===== config.mk =====
export PLATFORM = sky130hd
export DESIGN_NAME = knn_list_cell
export DESIGN_NICKNAME = d
export VERILOG_FILES = /design/src/sv/knn_pkg.sv /design/src/sv/knn_list_cell.sv
export SDC_FILE = /design/constraint.sdc
export NUM_CORES = 1
export LEC_CHECK = 0
export CAP_MARGIN = 25
export CORE_ASPECT_RATIO = 1.1
export CORE_UTILIZATION = 45
export CTS_BUF_LIST = sky130_fd_sc_hd__clkbuf_8
export DETAILED_ROUTE_END_ITERATION = 8
export DONT_BUFFER_PORTS = 1
export PLACE_DENSITY_LB_ADDON = 0.25
export SYNTH_ARGS = -nofsm -noshare
export SYNTH_HDL_FRONTEND = slang
export SYNTH_SLANG_ARGS = --single-unit

===== constraint.sdc =====
create_clock -name clock -period 3.5 [get_ports clock]
set_input_delay 0.7 -clock clock [delete_from_list [all_inputs] [get_ports clock]]
set_output_delay 0.7 -clock clock [all_outputs]
set_load 0.01 [all_outputs]

===== src/sv/knn_pkg.sv =====
// knn_pkg: types, register codes and the ordering function shared by the
// k-nearest-neighbour selection block. No dependencies.
package knn_pkg;

   localparam int LOC_WIDTH  = 10;
   localparam int DIST_WIDTH = 32;
   localparam int CNT_WIDTH  = 6;

   localparam int CSR_INDEX_WIDTH = 4;
   localparam int CSR_DATA_WIDTH  = 10;

   localparam logic [CSR_INDEX_WIDTH-1:0] CSR_DEPOT_COUNT     = 4'd0;
   localparam logic [CSR_INDEX_WIDTH-1:0] CSR_NEIGHBOUR_COUNT = 4'd1;

   localparam logic [LOC_WIDTH-1:0] DEPOT_COUNT_RESET     = 10'd1;
   localparam logic [CNT_WIDTH-1:0] NEIGHBOUR_COUNT_RESET = 6'd40;

   typedef struct packed {
      logic [LOC_WIDTH-1:0]  row_location;
      logic [LOC_WIDTH-1:0]  column_location;
      logic [DIST_WIDTH-1:0] distance;
      logic                  last_in_row;
   } req_type;

   typedef struct packed {
      logic [LOC_WIDTH-1:0]  neighbour_location;
      logic [DIST_WIDTH-1:0] neighbour_distance;
      logic                  last_neighbour;
   } rsp_type;

   // one kept neighbour
   typedef struct packed {
      logic                  valid;
      logic [DIST_WIDTH-1:0] distance;
      logic [LOC_WIDTH-1:0]  location;
   } entry_type;

   localparam entry_type ENTRY_EMPTY = '{valid: 1'b0, distance: '1, location: '0};

   // controls broadcast to every list cell
   typedef struct packed {
      logic insert;
      logic clear;
      logic in_cap;
   } list_ctl_type;

   // controls broadcast to every drain cell
   typedef struct packed {
      logic load;
      logic pop;
   } drain_ctl_type;

   // true when (d1,l1) orders strictly before (d2,l2)
   function automatic logic orders_first(input logic [DIST_WIDTH-1:0] d1,
                                         input logic [LOC_WIDTH-1:0]  l1,
                                         input logic [DIST_WIDTH-1:0] d2,
                                         input logic [LOC_WIDTH-1:0]  l2);
      return (d1 < d2) || ((d1 == d2) && (l1 < l2));
   endfunction

endpackage


===== src/sv/knn_list_cell.sv =====
// knn_list_cell: one slot of the sorted neighbour list. Compares the broadcast
// candidate with its own entry and takes the candidate, its left neighbor's entry, or keeps its own.
// Depends on knn_pkg.
module knn_list_cell import knn_pkg::*; (
   input  logic         clock,
   input  logic         reset,
   input  list_ctl_type ctl,
   input  entry_type    cand,
   input  entry_type    left_ent,
   input  logic         left_eff,
   output entry_type    ent,
   output logic         eff,
   output entry_type    nxt
);

   logic                  valid_ff;
   logic [DIST_WIDTH-1:0] distance_ff;
   logic [LOC_WIDTH-1:0]  location_ff;
   logic                  valid_in;

   assign ent = '{valid: valid_ff, distance: distance_ff, location: location_ff};

   // candidate belongs here or earlier
   assign eff = !valid_ff
             || orders_first(cand.distance, cand.location, distance_ff, location_ff);

   always_comb begin
      nxt = ent;
      if (ctl.insert) begin
         if (!ctl.in_cap) begin
            nxt.valid = 1'b0;
         end else if (left_eff) begin
            nxt = left_ent;
         end else if (eff) begin
            nxt = cand;
         end
      end
      valid_in = nxt.valid && !ctl.clear;
   end

   always_ff @(posedge clock) begin
      if (reset) begin
         valid_ff <= 1'b0;
      end else begin
         valid_ff <= valid_in;
      end
   end

   always_ff @(posedge clock) begin
      distance_ff <= nxt.distance;
      location_ff <= nxt.location;
   end

endmodule


==> run metrics <==
# nets final=between 600 and 700; switching part of the total=36.9%; post-route ant nets=0; largest net degree at the start of global routing=34; Initial Utilization=46.3%; number of flops mapped to enable cells by yosys=0; Setup CP Type=flop to primary output; first-pass GRT wire length=16500 um; ratio of cells with drive above 1 in the final layout=46.2%; max incr delay on CP=around 0.36 ns; vias per inst=~6; worst hold margin=0.501 ns; Max-Cap Viols=0; DR WL/cell=slightly below 20 um; Clock Sinks=between 40 and 50; antenna violations before repair=0; grt total ovfl=0; Yosys cell types=38; antenna cell count=0; post-synthesis register bit count=43; CTS HTree Levels=2; post-synth top area share=between 20% and 30%; CTS Hold Bufs=0; clock share of power=19.3%; Die Ht=91.0 um; most common cell in the synthesized netlist=o21ai_0; ys async rst share=0%; die width=82.9 um; number of global-route vias before repair=roughly 3.4k; die area=between 0.007 and 0.008 mm2; CTS buffer count=5; worst vdd rail ir drop=roughly 230 uV; critical path endpoint category=primary output; Min-Delay Path Class=input pin to flop; Worst Tran Pin Value=0.667 ns; failing checks=negative setup slack; min cycle time layout=about 3.7 ns; Pint=1.19 mW; post-synthesis instance total=between 400 and 500; CTS tree=done; Core Footprint=about 0.0070 mm2; RSZ-0062 raised after global routing=yes; io pins=179; outcome=finished, violations left; worst skew pair latency=0.30 ns; initial DRC count=approximately 160; worst-path cell chain=inv_4, ha_4, nand4_1, buf_6, nor4_4, nand2_2, o41ai_4, a31oi_4, buf_4, clkbuf_16, a311oi_2, buf_4; PortBufs=0; total power=around 1.9 mW; clk buf depth=2; RePlAce Congestion=0.811; Avg Inst Size Synth=8.08 um2; startpoint types=flop; CP Max Fanout=10; most numerous cell on the critical path=buf_4; fmax=between 200 and 300 MHz; Pwr per Cell Area=around 380 mW/mm2; DRC violations left=0; Final Max Slew Viols=0; fin worst setup slack=-0.177 ns; Area Growth Syn to Fin=52.3%; dpl hpwl=roughly 7100 um; router iterations before antenna repair=6; total nets after synthesis=534; Leak=1.98 nW; CP max-delay cell=dfxtp_2; most frequent cells after synthesis=o21ai_0 (45), nor3_1 (44), dfxtp_1 (43), inv_1 (42), ha_1 (41); top_reg_cell synth=dfxtp_1; CP required=roughly 2.8 ns; Mapped Area=approximately 0.0032 mm2; root buffer cell=clkbuf_8; period utilisation layout=105%; Yosys warning total=0; sequential element share of the synthesized area=approximately a quarter; clk_skew=roughly 0.0078 ns; switching power=0.693 mW; Gate power share=a little under half; Seq pwr share=~33%; GRT Total Usage=26.5%; Setup Viol. Count Final=41; Fin. Hold Viols=0; Clock transition at path regs=about 0.09 ns; Vias=approximately 3.5k; Slew HR=a little under three fifths; Area contributors post-synth=dfxtp_1 (27%), ha_1 (16%), a311oi_1 (11%); row cnt=32; crit path DAT=2.98 ns; dominant cell type by area after synthesis=dfxtp_1; drt total wl=11200 um
-- layer usage --
layer	global-route usage (%)	up-vias	share of wire [%]
li1	-	1692	-
met4	8.91	0	2.0
met1	29.6	1652	39
met5	0	-	0
met2	48.3	139	52
met3	7.27	19	7.1
-- power groups by stage --
stage	clock network, mW	logic, mW	registers, mW
6_report	0.363	0.889	0.627
5_1_grt	0.379	0.969	0.635
4_1_cts	0.371	0.830	0.623
3_5_place_dp	0	0.715	0.626
3_3_place_gp	0	0.701	0.624
2_1_floorplan	0	0.397	0.650
-- path summary, 6_finish.rpt --
path,from,to,slack (ns),depth (start not counted)
max,distance_ff[26],nxt[41],-0.18,12
min,reset,valid_ff,0.50,1
min reg2reg,distance_ff[25],distance_ff[25],0.56,2
max reg2reg,distance_ff[26],distance_ff[31],0.73,13
-- kinds of logic after synthesis --
| kind of cell | Yosys count | share of synthesized area (%) |
|---|---|---|
| flip-flops | 43 | 26.6 |
| AND/OR/NAND/NOR | 81 | 13.3 |
| adder cells (fa/ha/maj) | 41 | 15.8 |
| multiplexers | 2 | 0.618 |
| buffers and inverters | 75 | 10.1 |
| AO/OA/AOI/OAI | 159 | 33.6 |
-- placed cells by master, fill, tap and decap left out, types with 16 or more instances in the layout --
cell type and n:
a311oi_2 27, ha_1 25, nor3_2 17, inv_1 30, buf_4 93, dfxtp_1 27
ha_4 16, o21a_1 40, o21ai_0 44, nor3_1 25, dfxtp_2 16, a21oi_1 17
-- metrics by stage --
| stage | cell area [um2] | TNS [ns] | instances | utilization [%] | worst slack (ns) |
|---|---|---|---|---|---|
| 2_1_floorplan | 3240 | 0 | 401 | - | 0.0533 |
| 3_3_place_gp | 3920 | -14.26 | 544 | 56.0 | -0.421 |
| 3_5_place_dp | 3920 | -12.79 | 544 | 56.0 | -0.369 |
| 4_1_cts | 4600 | -1.55 | 565 | 65.7 | -0.0823 |
| 5_1_grt | 4940 | -9.21 | 574 | 70.4 | -0.306 |
| 6_report | 4940 | -3.93 | 574 | 70.4 | -0.177 |
-- sequential cells by signal, summed over array words and instances (netlist names) --
signal       flops
valid_ff         1
location_ff     10
distance_ff     32
-- cell type report --
type / instances / area, um2
sequential: 43 / 881
tap: 85 / 106
clock buffer: 7 / 96.3
fill: 534 / 2070
multi-input combinational: 283 / 2660
inverter: 43 / 164
timing repair buffer: 112 / 1030
clock inverter: 1 / 3.75
-- repair_timing --
action                                  CTS  global route
gates cloned                              2             4
resized for setup                        81            44
endpoints found under the setup margin   43            43
pin swaps                                31            13
buffers inserted                         11             5
-- critical path: cells and delay by family (launching register included) --
| family | cells | cell delay (ns) |
|---|---|---|
| simple gates | 3 | 0.57 |
| flops | 1 | 0.36 |
| buf+inv | 5 | 0.74 |
| fa+ha+maj | 1 | 0.26 |
| compound gates | 3 | 0.73 |
Power figures use the tool's default switching activity.
