===== src/sv/knn_pkg.sv =====
// knn_pkg: types, register codes and the ordering function shared by the
// k-nearest-neighbour selection block. No dependencies.
package knn_pkg;

   localparam int LOC_WIDTH  = 10;
   localparam int DIST_WIDTH = 32;
   localparam int CNT_WIDTH  = 6;

   localparam int CSR_INDEX_WIDTH = 4;
   localparam int CSR_DATA_WIDTH  = 10;

   localparam logic [CSR_INDEX_WIDTH-1:0] CSR_DEPOT_COUNT     = 4'd0;
   localparam logic [CSR_INDEX_WIDTH-1:0] CSR_NEIGHBOUR_COUNT = 4'd1;

   localparam logic [LOC_WIDTH-1:0] DEPOT_COUNT_RESET     = 10'd1;
   localparam logic [CNT_WIDTH-1:0] NEIGHBOUR_COUNT_RESET = 6'd40;

   typedef struct packed {
      logic [LOC_WIDTH-1:0]  row_location;
      logic [LOC_WIDTH-1:0]  column_location;
      logic [DIST_WIDTH-1:0] distance;
      logic                  last_in_row;
   } req_type;

   typedef struct packed {
      logic [LOC_WIDTH-1:0]  neighbour_location;
      logic [DIST_WIDTH-1:0] neighbour_distance;
      logic                  last_neighbour;
   } rsp_type;

   // one kept neighbour
   typedef struct packed {
      logic                  valid;
      logic [DIST_WIDTH-1:0] distance;
      logic [LOC_WIDTH-1:0]  location;
   } entry_type;

   localparam entry_type ENTRY_EMPTY = '{valid: 1'b0, distance: '1, location: '0};

   // controls broadcast to every list cell
   typedef struct packed {
      logic insert;
      logic clear;
      logic in_cap;
   } list_ctl_type;

   // controls broadcast to every drain cell
   typedef struct packed {
      logic load;
      logic pop;
   } drain_ctl_type;

   // true when (d1,l1) orders strictly before (d2,l2)
   function automatic logic orders_first(input logic [DIST_WIDTH-1:0] d1,
                                         input logic [LOC_WIDTH-1:0]  l1,
                                         input logic [DIST_WIDTH-1:0] d2,
                                         input logic [LOC_WIDTH-1:0]  l2);
      return (d1 < d2) || ((d1 == d2) && (l1 < l2));
   endfunction

endpackage


===== src/sv/knn_drain_cell.sv =====
// knn_drain_cell: one stage of the result shift chain. Loaded in parallel
// from the list at row end, then shifts toward the head one result per pop.
// Depends on knn_pkg.
module knn_drain_cell import knn_pkg::*; (
   input  logic          clock,
   input  logic          reset,
   input  drain_ctl_type ctl,
   input  entry_type     load_ent,
   input  entry_type     right_ent,
   output entry_type     ent
);

   logic                  valid_ff;
   logic [DIST_WIDTH-1:0] distance_ff;
   logic [LOC_WIDTH-1:0]  location_ff;
   entry_type             ent_in;

   assign ent = '{valid: valid_ff, distance: distance_ff, location: location_ff};

   always_comb begin
      ent_in = ent;
      if (ctl.load) begin
         ent_in = load_ent;
      end else if (ctl.pop) begin
         ent_in = right_ent;
      end
   end

   always_ff @(posedge clock) begin
      if (reset) begin
         valid_ff <= 1'b0;
      end else begin
         valid_ff <= ent_in.valid;
      end
   end

   always_ff @(posedge clock) begin
      distance_ff <= ent_in.distance;
      location_ff <= ent_in.location;
   end

endmodule


===== config.mk =====
export PLATFORM = sky130hd
export DESIGN_NAME = knn_drain_cell
export DESIGN_NICKNAME = d
export VERILOG_FILES = /design/src/sv/knn_pkg.sv /design/src/sv/knn_drain_cell.sv
export SDC_FILE = /design/constraint.sdc
export NUM_CORES = 1
export LEC_CHECK = 0
export BUFFER_PORTS_ARGS = -buffer_cell sky130_fd_sc_hd__buf_2
export CAP_MARGIN = 30
export CORE_MARGIN = 2
export CORE_UTILIZATION = 35
export DETAILED_ROUTE_END_ITERATION = 12
export GPL_TIMING_DRIVEN = 0
export PLACE_DENSITY = 0.71
export SLEW_MARGIN = 30
export SYNTH_ARGS = -nofsm -noshare
export SYNTH_HDL_FRONTEND = slang
export SYNTH_SLANG_ARGS = --single-unit
export TNS_END_PERCENT = 5

===== constraint.sdc =====
create_clock -name clock -period 2.09 [get_ports clock]
set_input_delay 0.3135 -clock clock [delete_from_list [all_inputs] [get_ports clock]]
set_output_delay 0.3135 -clock clock [all_outputs]
set_load 0.01 [all_outputs]

==> results.cfg, run 1 <==
[logic_synthesis]
synthCells = 96
synth_area_leader_cell = edfxtp_1
synth_edf_count = 42
synth_top_cell_area_share_pct = 61.9
netlist-cell-type-count = 12
synth.avg_cell_area_sq_um = 21.2
ys_seq_area_share_pct = 62.9
synth-async-reset-ratio_pct = 0
yosys-top-cells-area = edfxtp_1 (62%), mux2_4 (28%), buf_12 (3.9%)
syn_area_sq_mm = 0.00204
yosysMostFrequentCell = edfxtp_1
yosys-top-cells-count = edfxtp_1 (42), mux2_4 (38), buf_12 (4), mux2_2 (4)
syn_nets = 186
ys_seq_elements = 43
yosysWarnings = 0
synthFlopType = edfxtp_1

[cells_and_area]
final_util_pct = 51.8
fin_area_sq_mm = 0.00289
antenna_cells = 0
nets = 325
drive_gt1_share_pct = 80.9
final_cells = 307
area_growth_syn_to_layout_pct = 41.8

[cts]
ctsResizeCount = 0
htreeDepth = 2
postCtsSetupBuffers = 0
cts.path.max_buffers = 2
numCtsBuffers = 5
root_buffer = clkbuf_8
clk_latency_ns = 0.28
clock-sinks = 43
cts_tree = yes
cts.clk_slew.worst_paths_ns = 0.08
cts_hold_buffers = 0

[place]
place_area_sq_mm = 0.00281
portBuffers = 131
dp_hpwl_microns = 3190
dp.cells = 300
place_congestion = 0.652

[worst_setup_path]
startpoint_type = primary input
cp_slowest_cell = or2_2
critical-path-top-delay-family = buffers and inverters
required_ns = 2.13
crit_arrival_ns = 1.38
r2r_slack_ns = 1.38
cp-end-kind = flop
crit_chain = buf_6 -> buf_12 -> or2_2 -> buf_16
slowest_delay_ns = 0.50
path_class = in -> reg
crit_buf_inv = 3
critical_path.max_fanout = 24

[routing]
drc_errors = 0
wire_per_inst_microns = 13.2
drt_iter0_markers = 36
viasPerCell = 4.34
drtAntennaViolNets = 0
firstDrtPassIters = 3
wl_microns = 4050
vias = 1331

[floorplan]
die_y_microns = 80.3
die_area_sq_mm = 0.00645
dieWidth_microns = 80.3
pin_count = 133
core.rowCount = 27
core_sq_mm = 0.00557
initial_utilization_pct = 36.5

[sta]
setup_viol = 0
fin_crit_ns = 1.34
slew_headroom_pct = 66.8
worst_slew_pin_slew_ns = 0.498
rsz0062_at_grt = no
fmaxAchievable_mhz = 746
finalCritPeriodShare_pct = 64.1
maxSlewViolCount = 0
skew_ns = 0
hold_viol_final = 0

[power_and_ir_drop]
p_seq_share_pct = 55.0
power.net_switching_mw = 0.444
powerDensity_mw_per_mm2 = 677
p_leak_nw = 1.40
combPwrFrac_pct = 20.6
clockPowerShare_pct = 24.5
p_int_mw = 1.51
ir_worst_vdd_mv = 0.284
p_sw_share_pct = 22.7

[global_routing]
grtUsageTotal_pct = 11.8
grt-ovfl-total = 0
grt_pass1_wl_microns = 5650
grt_max_degree = 25
grt_pass1_vias = 1312
grt_antenna_before_repair = 0

[worst_hold_path]
holdCritPathClass = in -> reg

[run]
maxCapViolCount = 0

[status]
status = completed
-- cells by family after synthesis --
family,after synthesis,share of synthesized area [%]
buffers and inverters,7,5.04
flip-flops,43,62.9
AND/OR/NAND/NOR,2,0.737
multiplexers,43,30.7
AO/OA/AOI/OAI,1,0.614
-- power groups by stage --
| stage | clock network, mW | registers, mW | logic, mW |
|---|---|---|---|
| CTS | 0.500 | 1.08 | 0.410 |
| global route | 0.524 | 1.08 | 0.432 |
| detailed placement | 0 | 1.10 | 0.408 |
| finish | 0.478 | 1.07 | 0.402 |
| global placement | 0 | 1.09 | 0.395 |
| floorplan | 0 | 1.15 | 0.156 |
-- worst paths after layout --
kind | cells past startpoint | to | startpoint
max | 4 | distance_ff[30] | ctl[1]
min | 2 | valid_ff | reset
min reg2reg | 2 | valid_ff | valid_ff
max reg2reg | 2 | valid_ff | valid_ff
-- metal layers --
| layer | part of all wire (%) | routed length, microns | vias up | global-route usage (%) |
|---|---|---|---|---|
| li1 | - | - | 645 | - |
| met3 | 9.4 | 381 | 7 | 3.15 |
| met2 | 50 | 2050 | 80 | 21.6 |
| met5 | 0 | 0 | - | 0 |
| met1 | 38 | 1550 | 599 | 11.8 |
| met4 | 1.9 | 76 | 0 | 6.95 |
-- flip-flops by register name, indices dropped and copies added, names as in the netlist --
register	cells
valid_ff	1
location_ff	10
distance_ff	32
-- final cells by class --
cell class              count  area (sq um)
fillers                   475          2690
clock inverters             2          8.76
flip-flops and latches     43          1280
repair buffers            132           683
plain buffers               6          98.8
inverters                   1          3.75
clock buffers               5          68.8
multi-input cells          46           653
well taps                  72          90.1
-- stage by stage --
stage / setup TNS [ns] / setup WS (ns) / power (mW) / hold slack [ns]
detailed placement: 0 / 0.407 / 1.50 / 0.484
global route: 0 / 0.673 / 2.04 / 0.172
CTS: 0 / 0.730 / 1.99 / 0.168
global placement: -12.70 / -0.305 / 1.49 / 0.475
finish: 0 / 0.750 / 1.95 / 0.181
floorplan: 0 / 0.113 / 1.31 / 0.378
-- placed cells by master (no fill, tap or decap) --
| master | n |
|---|---|
| mux2i_1 | 1 |
| buf_6 | 1 |
| clkbuf_8 | 5 |
| nor2b_2 | 1 |
| clkinv_2 | 1 |
| mux2_2 | 4 |
| a211oi_2 | 1 |
| inv_2 | 1 |
| buf_12 | 4 |
| clkinv_1 | 1 |
| dfxtp_1 | 1 |
| mux2_4 | 38 |
| buf_4 | 1 |
| edfxtp_1 | 42 |
| buf_2 | 131 |
| or2_2 | 1 |
| buf_16 | 1 |
(Power assumes the default switching activity.)
==> inputs of run 2 (changes only) <==
--- a/config.mk
+++ b/config.mk
@@ -5,13 +5,14 @@
 export SDC_FILE = /design/constraint.sdc
 export NUM_CORES = 1
 export LEC_CHECK = 0
+export ABC_AREA = 1
 export BUFFER_PORTS_ARGS = -buffer_cell sky130_fd_sc_hd__buf_2
 export CAP_MARGIN = 30
 export CORE_MARGIN = 2
 export CORE_UTILIZATION = 35
 export DETAILED_ROUTE_END_ITERATION = 12
 export GPL_TIMING_DRIVEN = 0
-export PLACE_DENSITY = 0.71
+export PLACE_DENSITY = 0.69
 export SLEW_MARGIN = 30
 export SYNTH_ARGS = -nofsm -noshare
 export SYNTH_HDL_FRONTEND = slang
==> constraint.sdc (replaced) <==
create_clock -name clock -period 1.3 [get_ports clock]
set_input_delay 0.195 -clock clock [delete_from_list [all_inputs] [get_ports clock]]
set_output_delay 0.195 -clock clock [all_outputs]
set_load 0.01 [all_outputs]
==> results.cfg, run 2 <==
[status]
status = finished, violations left
violations = setup timing

[cells_and_area]
nets = 417
final_cell_mix = buf_2 (130), nand2_1 (119), edfxtp_1 (42)
final_cells = 400
fillCellCount = 525
area_growth_syn_to_layout_pct = 43.5
fin_area_sq_mm = 0.00279
reg.largest.list = distance_ff x32, location_ff x10, valid_ff x1
regMostFlops = distance_ff
antenna_cells = 0
drive_gt1_share_pct = 48.5
final_common_cell = buf_2
largest_reg_flops = 32
final_util_pct = 51.3

[worst_setup_path]
reg2regPathDepth = 4
crit_arrival_ns = 1.14
startpoint_type = primary input
r2r_end = valid_ff
cp-end-kind = flop
path_class = in -> reg
rr_startpoint = valid_ff
crit_chain = buf_12 -> nor2_4 -> clkinvlp_4
r2r_slack_ns = 0.69
slowest_delay_ns = 0.70
startpoint = ctl[1]
crit_buf_inv = 2
cp_slowest_cell = clkinvlp_4
required_ns = 1.07
critical_path.max_fanout = 42
critical-path-top-delay-family = buffers and inverters

[power_and_ir_drop]
combPwrFrac_pct = 18.7
ir_worst_vdd_mv = 0.615
powerDensity_mw_per_mm2 = 1110
p_leak_nw = 1.47
p_sw_share_pct = 24.2
p_seq_share_pct = 55.7
power.net_switching_mw = 0.751
clockPowerShare_pct = 25.6
fin_total_pwr_mw = 3.10
p_int_mw = 2.35

[sta]
setup_tns_ns = -2.91
setup_viol = 42
skew_ns = 0
rsz0062_at_grt = yes
fin_crit_ns = 1.37
worst_slew_pin_slew_ns = 0.867
finalCritPeriodShare_pct = 106
maxSlewViolCount = 0
hold_viol_final = 0
slew_headroom_pct = 42.1
finalWorstSetupSlack_ns = -0.0743
fmaxAchievable_mhz = 728

[logic_synthesis]
yosys-top-cells-count = nand2_1 (119), edfxtp_1 (42), nand2_2 (10)
yosys-top-cells-area = edfxtp_1 (65%), nand2_1 (23%), buf_6 (4.1%)
synth.avg_cell_area_sq_um = 10.3
syn_area_sq_mm = 0.00194
synthFlopType = edfxtp_1
synth_edf_count = 42
synth_area_leader_cell = edfxtp_1
ys_seq_elements = 43
synth_top_cell_area_share_pct = 64.9
yosysWarnings = 0
synthCells = 189
synth-async-reset-ratio_pct = 0
netlist-cell-type-count = 11
ys_seq_area_share_pct = 65.9
yosysMostFrequentCell = nand2_1
syn_nets = 279

[cts]
clk_latency_ns = 0.29
postCtsSetupBuffers = 0
cts.clk_slew.worst_paths_ns = 0.08
cts_hold_buffers = 0
htreeDepth = 2
cts.path.max_buffers = 2
clock-sinks = 43
root_buffer = clkbuf_8
numCtsBuffers = 5
cts_tree = yes

[routing]
drt_iter0_markers = 54
highest_layer = met4
firstDrtPassIters = 4
drtAntennaViolNets = 0
dr_wl_met2_microns = 2250
wl_met1_microns = 1670
route.met3.wl_microns = 381
wl_microns = 4370
vias = 1720
viasPerCell = 4.30
wire_per_inst_microns = 10.9
drc_errors = 0

[worst_hold_path]
min_to = valid_ff
holdPathStages = 4
holdCritPathClass = in -> reg
min_from = reset

[global_routing]
grt_antenna_before_repair = 0
grtUsageTotal_pct = 14.5
grt_pass1_wl_microns = 6920
grt_max_degree = 43
grt_pass1_vias = 1652
grt-ovfl-total = 0

[place]
place_congestion = 0.751
place_area_sq_mm = 0.00270
dp.cells = 392
portBuffers = 131
dp_hpwl_microns = 3290

[floorplan]
die_y_microns = 78.5
pin_count = 133
core_sq_mm = 0.00544
core.rowCount = 27
die_area_sq_mm = 0.00616
dieWidth_microns = 78.5
initial_utilization_pct = 35.7

[run]
maxCapViolCount = 0
run 2: changes by cell type in the layout (fill, tap and decap cells not counted), sizes merged, moves of 2 or more:
cell	delta
clkbuf	+3
buf	+3
nand3	+2
clkinv	-2
mux2	-42
inv	+2
nand2	+129
run 2: worst max-delay path by stage:
stage                      endpoint  slack, ns  cells past startpoint
global placement    distance_ff[18]      -0.42                      3
global route        distance_ff[24]      -0.20                      3
floorplan            distance_ff[0]      -0.11                      3
CTS                  distance_ff[2]      -0.11                      3
detailed placement  distance_ff[16]      -0.44                      3
finish               distance_ff[2]      -0.07                      3
run 2: power by group through the flow:
stage / Combinational, mW / Clock (mW) / Sequential (mW)
finish: 0.582 / 0.794 / 1.73
global route: 0.647 / 0.875 / 1.74
CTS: 0.593 / 0.821 / 1.73
detailed placement: 0.590 / 0 / 1.76
global placement: 0.583 / 0 / 1.75
floorplan: 0.188 / 0 / 1.85
run 2: area by class of cell:
cell class / count / area, sq um / area share, %
tap: 72 / 90.1 / 3.23
timing repair buffer: 131 / 662 / 23.7
multi-input combinational: 132 / 531 / 19.0
buffer: 10 / 118 / 4.22
sequential: 43 / 1280 / 46.0
inverter: 4 / 26.3 / 0.943
clock buffer: 8 / 80.1 / 2.87
run 2: cell families (layout without fill, tap and decap cells):
group	after synthesis	count (layout)	synth area share, %
simple gates	132	132	27.3
flops	43	43	65.9
buf+inv	14	153	6.76
run 2: layer usage:
layer | GRT usage (%) | vias up
met1 | 15.6 | 751
met2 | 26.7 | 84
met5 | 0 | -
met3 | 4.25 | 9
met4 | 5.44 | 0
li1 | - | 876
run 2: worst reg2reg max path: stages, from the launching register on:
cell and delay [ns]:
dfxtp_1 0.32, nand2_1 0.06, nand3_1 0.06, nand2_1 0.06, inv_1 0.03
run 2: timing repair:
item,CTS,global route
resized for setup,1,0
endpoints found under the setup margin,42,42
pin swaps,0,0
gates cloned,0,0
run 2: per-stage QoR:
step / hold WS (ns) / setup slack [ns]
floorplan: 0.330 / -0.106
global placement: 0.429 / -0.418
detailed placement: 0.434 / -0.438
CTS: 0.124 / -0.113
global route: 0.148 / -0.199
finish: 0.127 / -0.0743
==> inputs of run 3 (changes only) <==
--- a/config.mk
+++ b/config.mk
@@ -8,11 +8,12 @@
 export ABC_AREA = 1
 export BUFFER_PORTS_ARGS = -buffer_cell sky130_fd_sc_hd__buf_2
 export CAP_MARGIN = 30
+export CORE_ASPECT_RATIO = 1.5
 export CORE_MARGIN = 2
 export CORE_UTILIZATION = 35
 export DETAILED_ROUTE_END_ITERATION = 12
 export GPL_TIMING_DRIVEN = 0
-export PLACE_DENSITY = 0.69
+export PLACE_DENSITY = 0.72
 export SLEW_MARGIN = 30
 export SYNTH_ARGS = -nofsm -noshare
 export SYNTH_HDL_FRONTEND = slang
==> constraint.sdc (replaced) <==
create_clock -name clock -period 1.23 [get_ports clock]
set_input_delay 0.1845 -clock clock [delete_from_list [all_inputs] [get_ports clock]]
set_output_delay 0.1845 -clock clock [all_outputs]
set_load 0.01 [all_outputs]
==> results.cfg, run 3 (synthesized netlist as in run 2, its figures left out) <==
[sta]
setup_viol = 0
worst_slew_pin_slew_ns = 0.384
maxSlewViolCount = 0
rsz0062_at_grt = no
slew_headroom_pct = 74.4
skew_ns = 0
hold_viol_final = 0
finalCritPeriodShare_pct = 84.6
fin_crit_ns = 1.04
fmaxAchievable_mhz = 961

[cts]
cts.path.max_buffers = 2
clk_latency_ns = 0.28
clock-sinks = 43
htreeDepth = 2
ctsResizeCount = 2
numCtsBuffers = 5
cts_tree = yes
postCtsSetupBuffers = 0
cts.clk_slew.worst_paths_ns = 0.08
cts_hold_buffers = 0
root_buffer = clkbuf_8

[power_and_ir_drop]
p_leak_nw = 1.49
ir_worst_vdd_mv = 0.716
powerDensity_mw_per_mm2 = 1210
fin_total_pwr_mw = 3.42

[worst_setup_path]
crit_chain = buf_12 -> nor2_4 -> clkinvlp_4 -> buf_12
path_class = in -> reg
crit_path_frequent_cell = buf_12
crit_arrival_ns = 1.08
cp_slowest_cell = clkinvlp_4
startpoint_type = primary input
critical_path.max_fanout = 27
required_ns = 1.27
slowest_delay_ns = 0.35
cp-end-kind = flop

[cells_and_area]
largest_reg_flops = 32
reg.largest.list = distance_ff x32, location_ff x10, valid_ff x1
regMostFlops = distance_ff
seq_area_sq_mm = 0.00128
fillCellCount = 533
final_util_pct = 52.2
nets = 418
drive_gt1_share_pct = 49.2
final_common_cell = buf_2
antenna_cells = 0
fin_area_sq_mm = 0.00283
multi_input_area_sq_um = 531
area_growth_syn_to_layout_pct = 45.4
final_cell_mix = buf_2 (130), nand2_1 (119), edfxtp_1 (42)

[floorplan]
pin_count = 133
die_y_microns = 95.3
dieWidth_microns = 64.8
core.rowCount = 33
core_sq_mm = 0.00541
initial_utilization_pct = 35.9
die_area_sq_mm = 0.00618

[routing]
drt_iter0_markers = 31
viasPerCell = 4.22
vias = 1685
wire_per_inst_microns = 12.2
firstDrtPassIters = 4
drc_errors = 0
wl_microns = 4850
drtAntennaViolNets = 0

[global_routing]
grt-ovfl-total = 0
grt_max_degree = 43
grtUsageTotal_pct = 15.2
grt_pass1_vias = 1477
grt_pass1_wl_microns = 7000
grt_antenna_before_repair = 0

[place]
place_congestion = 0.797
place_area_sq_mm = 0.00270
dp_hpwl_microns = 3690
portBuffers = 131

[status]
status = completed

[run]
maxCapViolCount = 0

[worst_hold_path]
holdCritPathClass = in -> reg
-- run 3: path summary, 6_finish.rpt --
path,from,cells after the start,slack (ns),end
max,ctl[1],4,0.19,distance_ff[1]
min,reset,4,0.12,valid_ff
max reg2reg,valid_ff,4,0.62,valid_ff
min reg2reg,valid_ff,4,0.55,valid_ff
-- run 3: critical path, delay by kind of cell --
family / cells / cell delay (ns)
buffers and inverters: 3 / 0.79
and+or+nand+nor: 1 / 0.10
-- run 3: area by class of cell --
type	count	share of cell area (%)
Timing Repair Buffer	132	24.1
Inverter	4	0.930
Sequential cell	43	45.3
Tap cell	70	3.10
Clock buffer	8	3.54
Buffer	10	4.16
Multi-Input combinational cell	132	18.8
-- run 3: per-layer routing --
metal	GRT usage, %	routed length (microns)	up-vias
met5	0	0	-
met4	5.85	104	0
met3	2.72	223	9
met2	29.1	2780	58
met1	16.2	1750	740
li1	-	-	878
-- run 3: power breakdown --
group          switching [mW]  internal [mW]  leakage [nW]
combinational           0.331          0.298          1.00
clock                   0.454          0.513        0.0515
sequential             0.0346           1.79         0.441
total                   0.820           2.60          1.49
-- run 3: through the flow --
| step | worst slack (ns) | hold WS, ns | TNS, ns | std cells |
|---|---|---|---|---|
| floorplan | -0.166 | 0.320 | -6.96 | 189 |
| global route | 0.135 | 0.135 | 0 | 399 |
| detailed placement | -0.511 | 0.420 | -21.43 | 390 |
| CTS | -0.191 | 0.109 | -7.73 | 398 |
| global placement | -0.481 | 0.416 | -20.16 | 390 |
| finish | 0.190 | 0.117 | 0 | 399 |
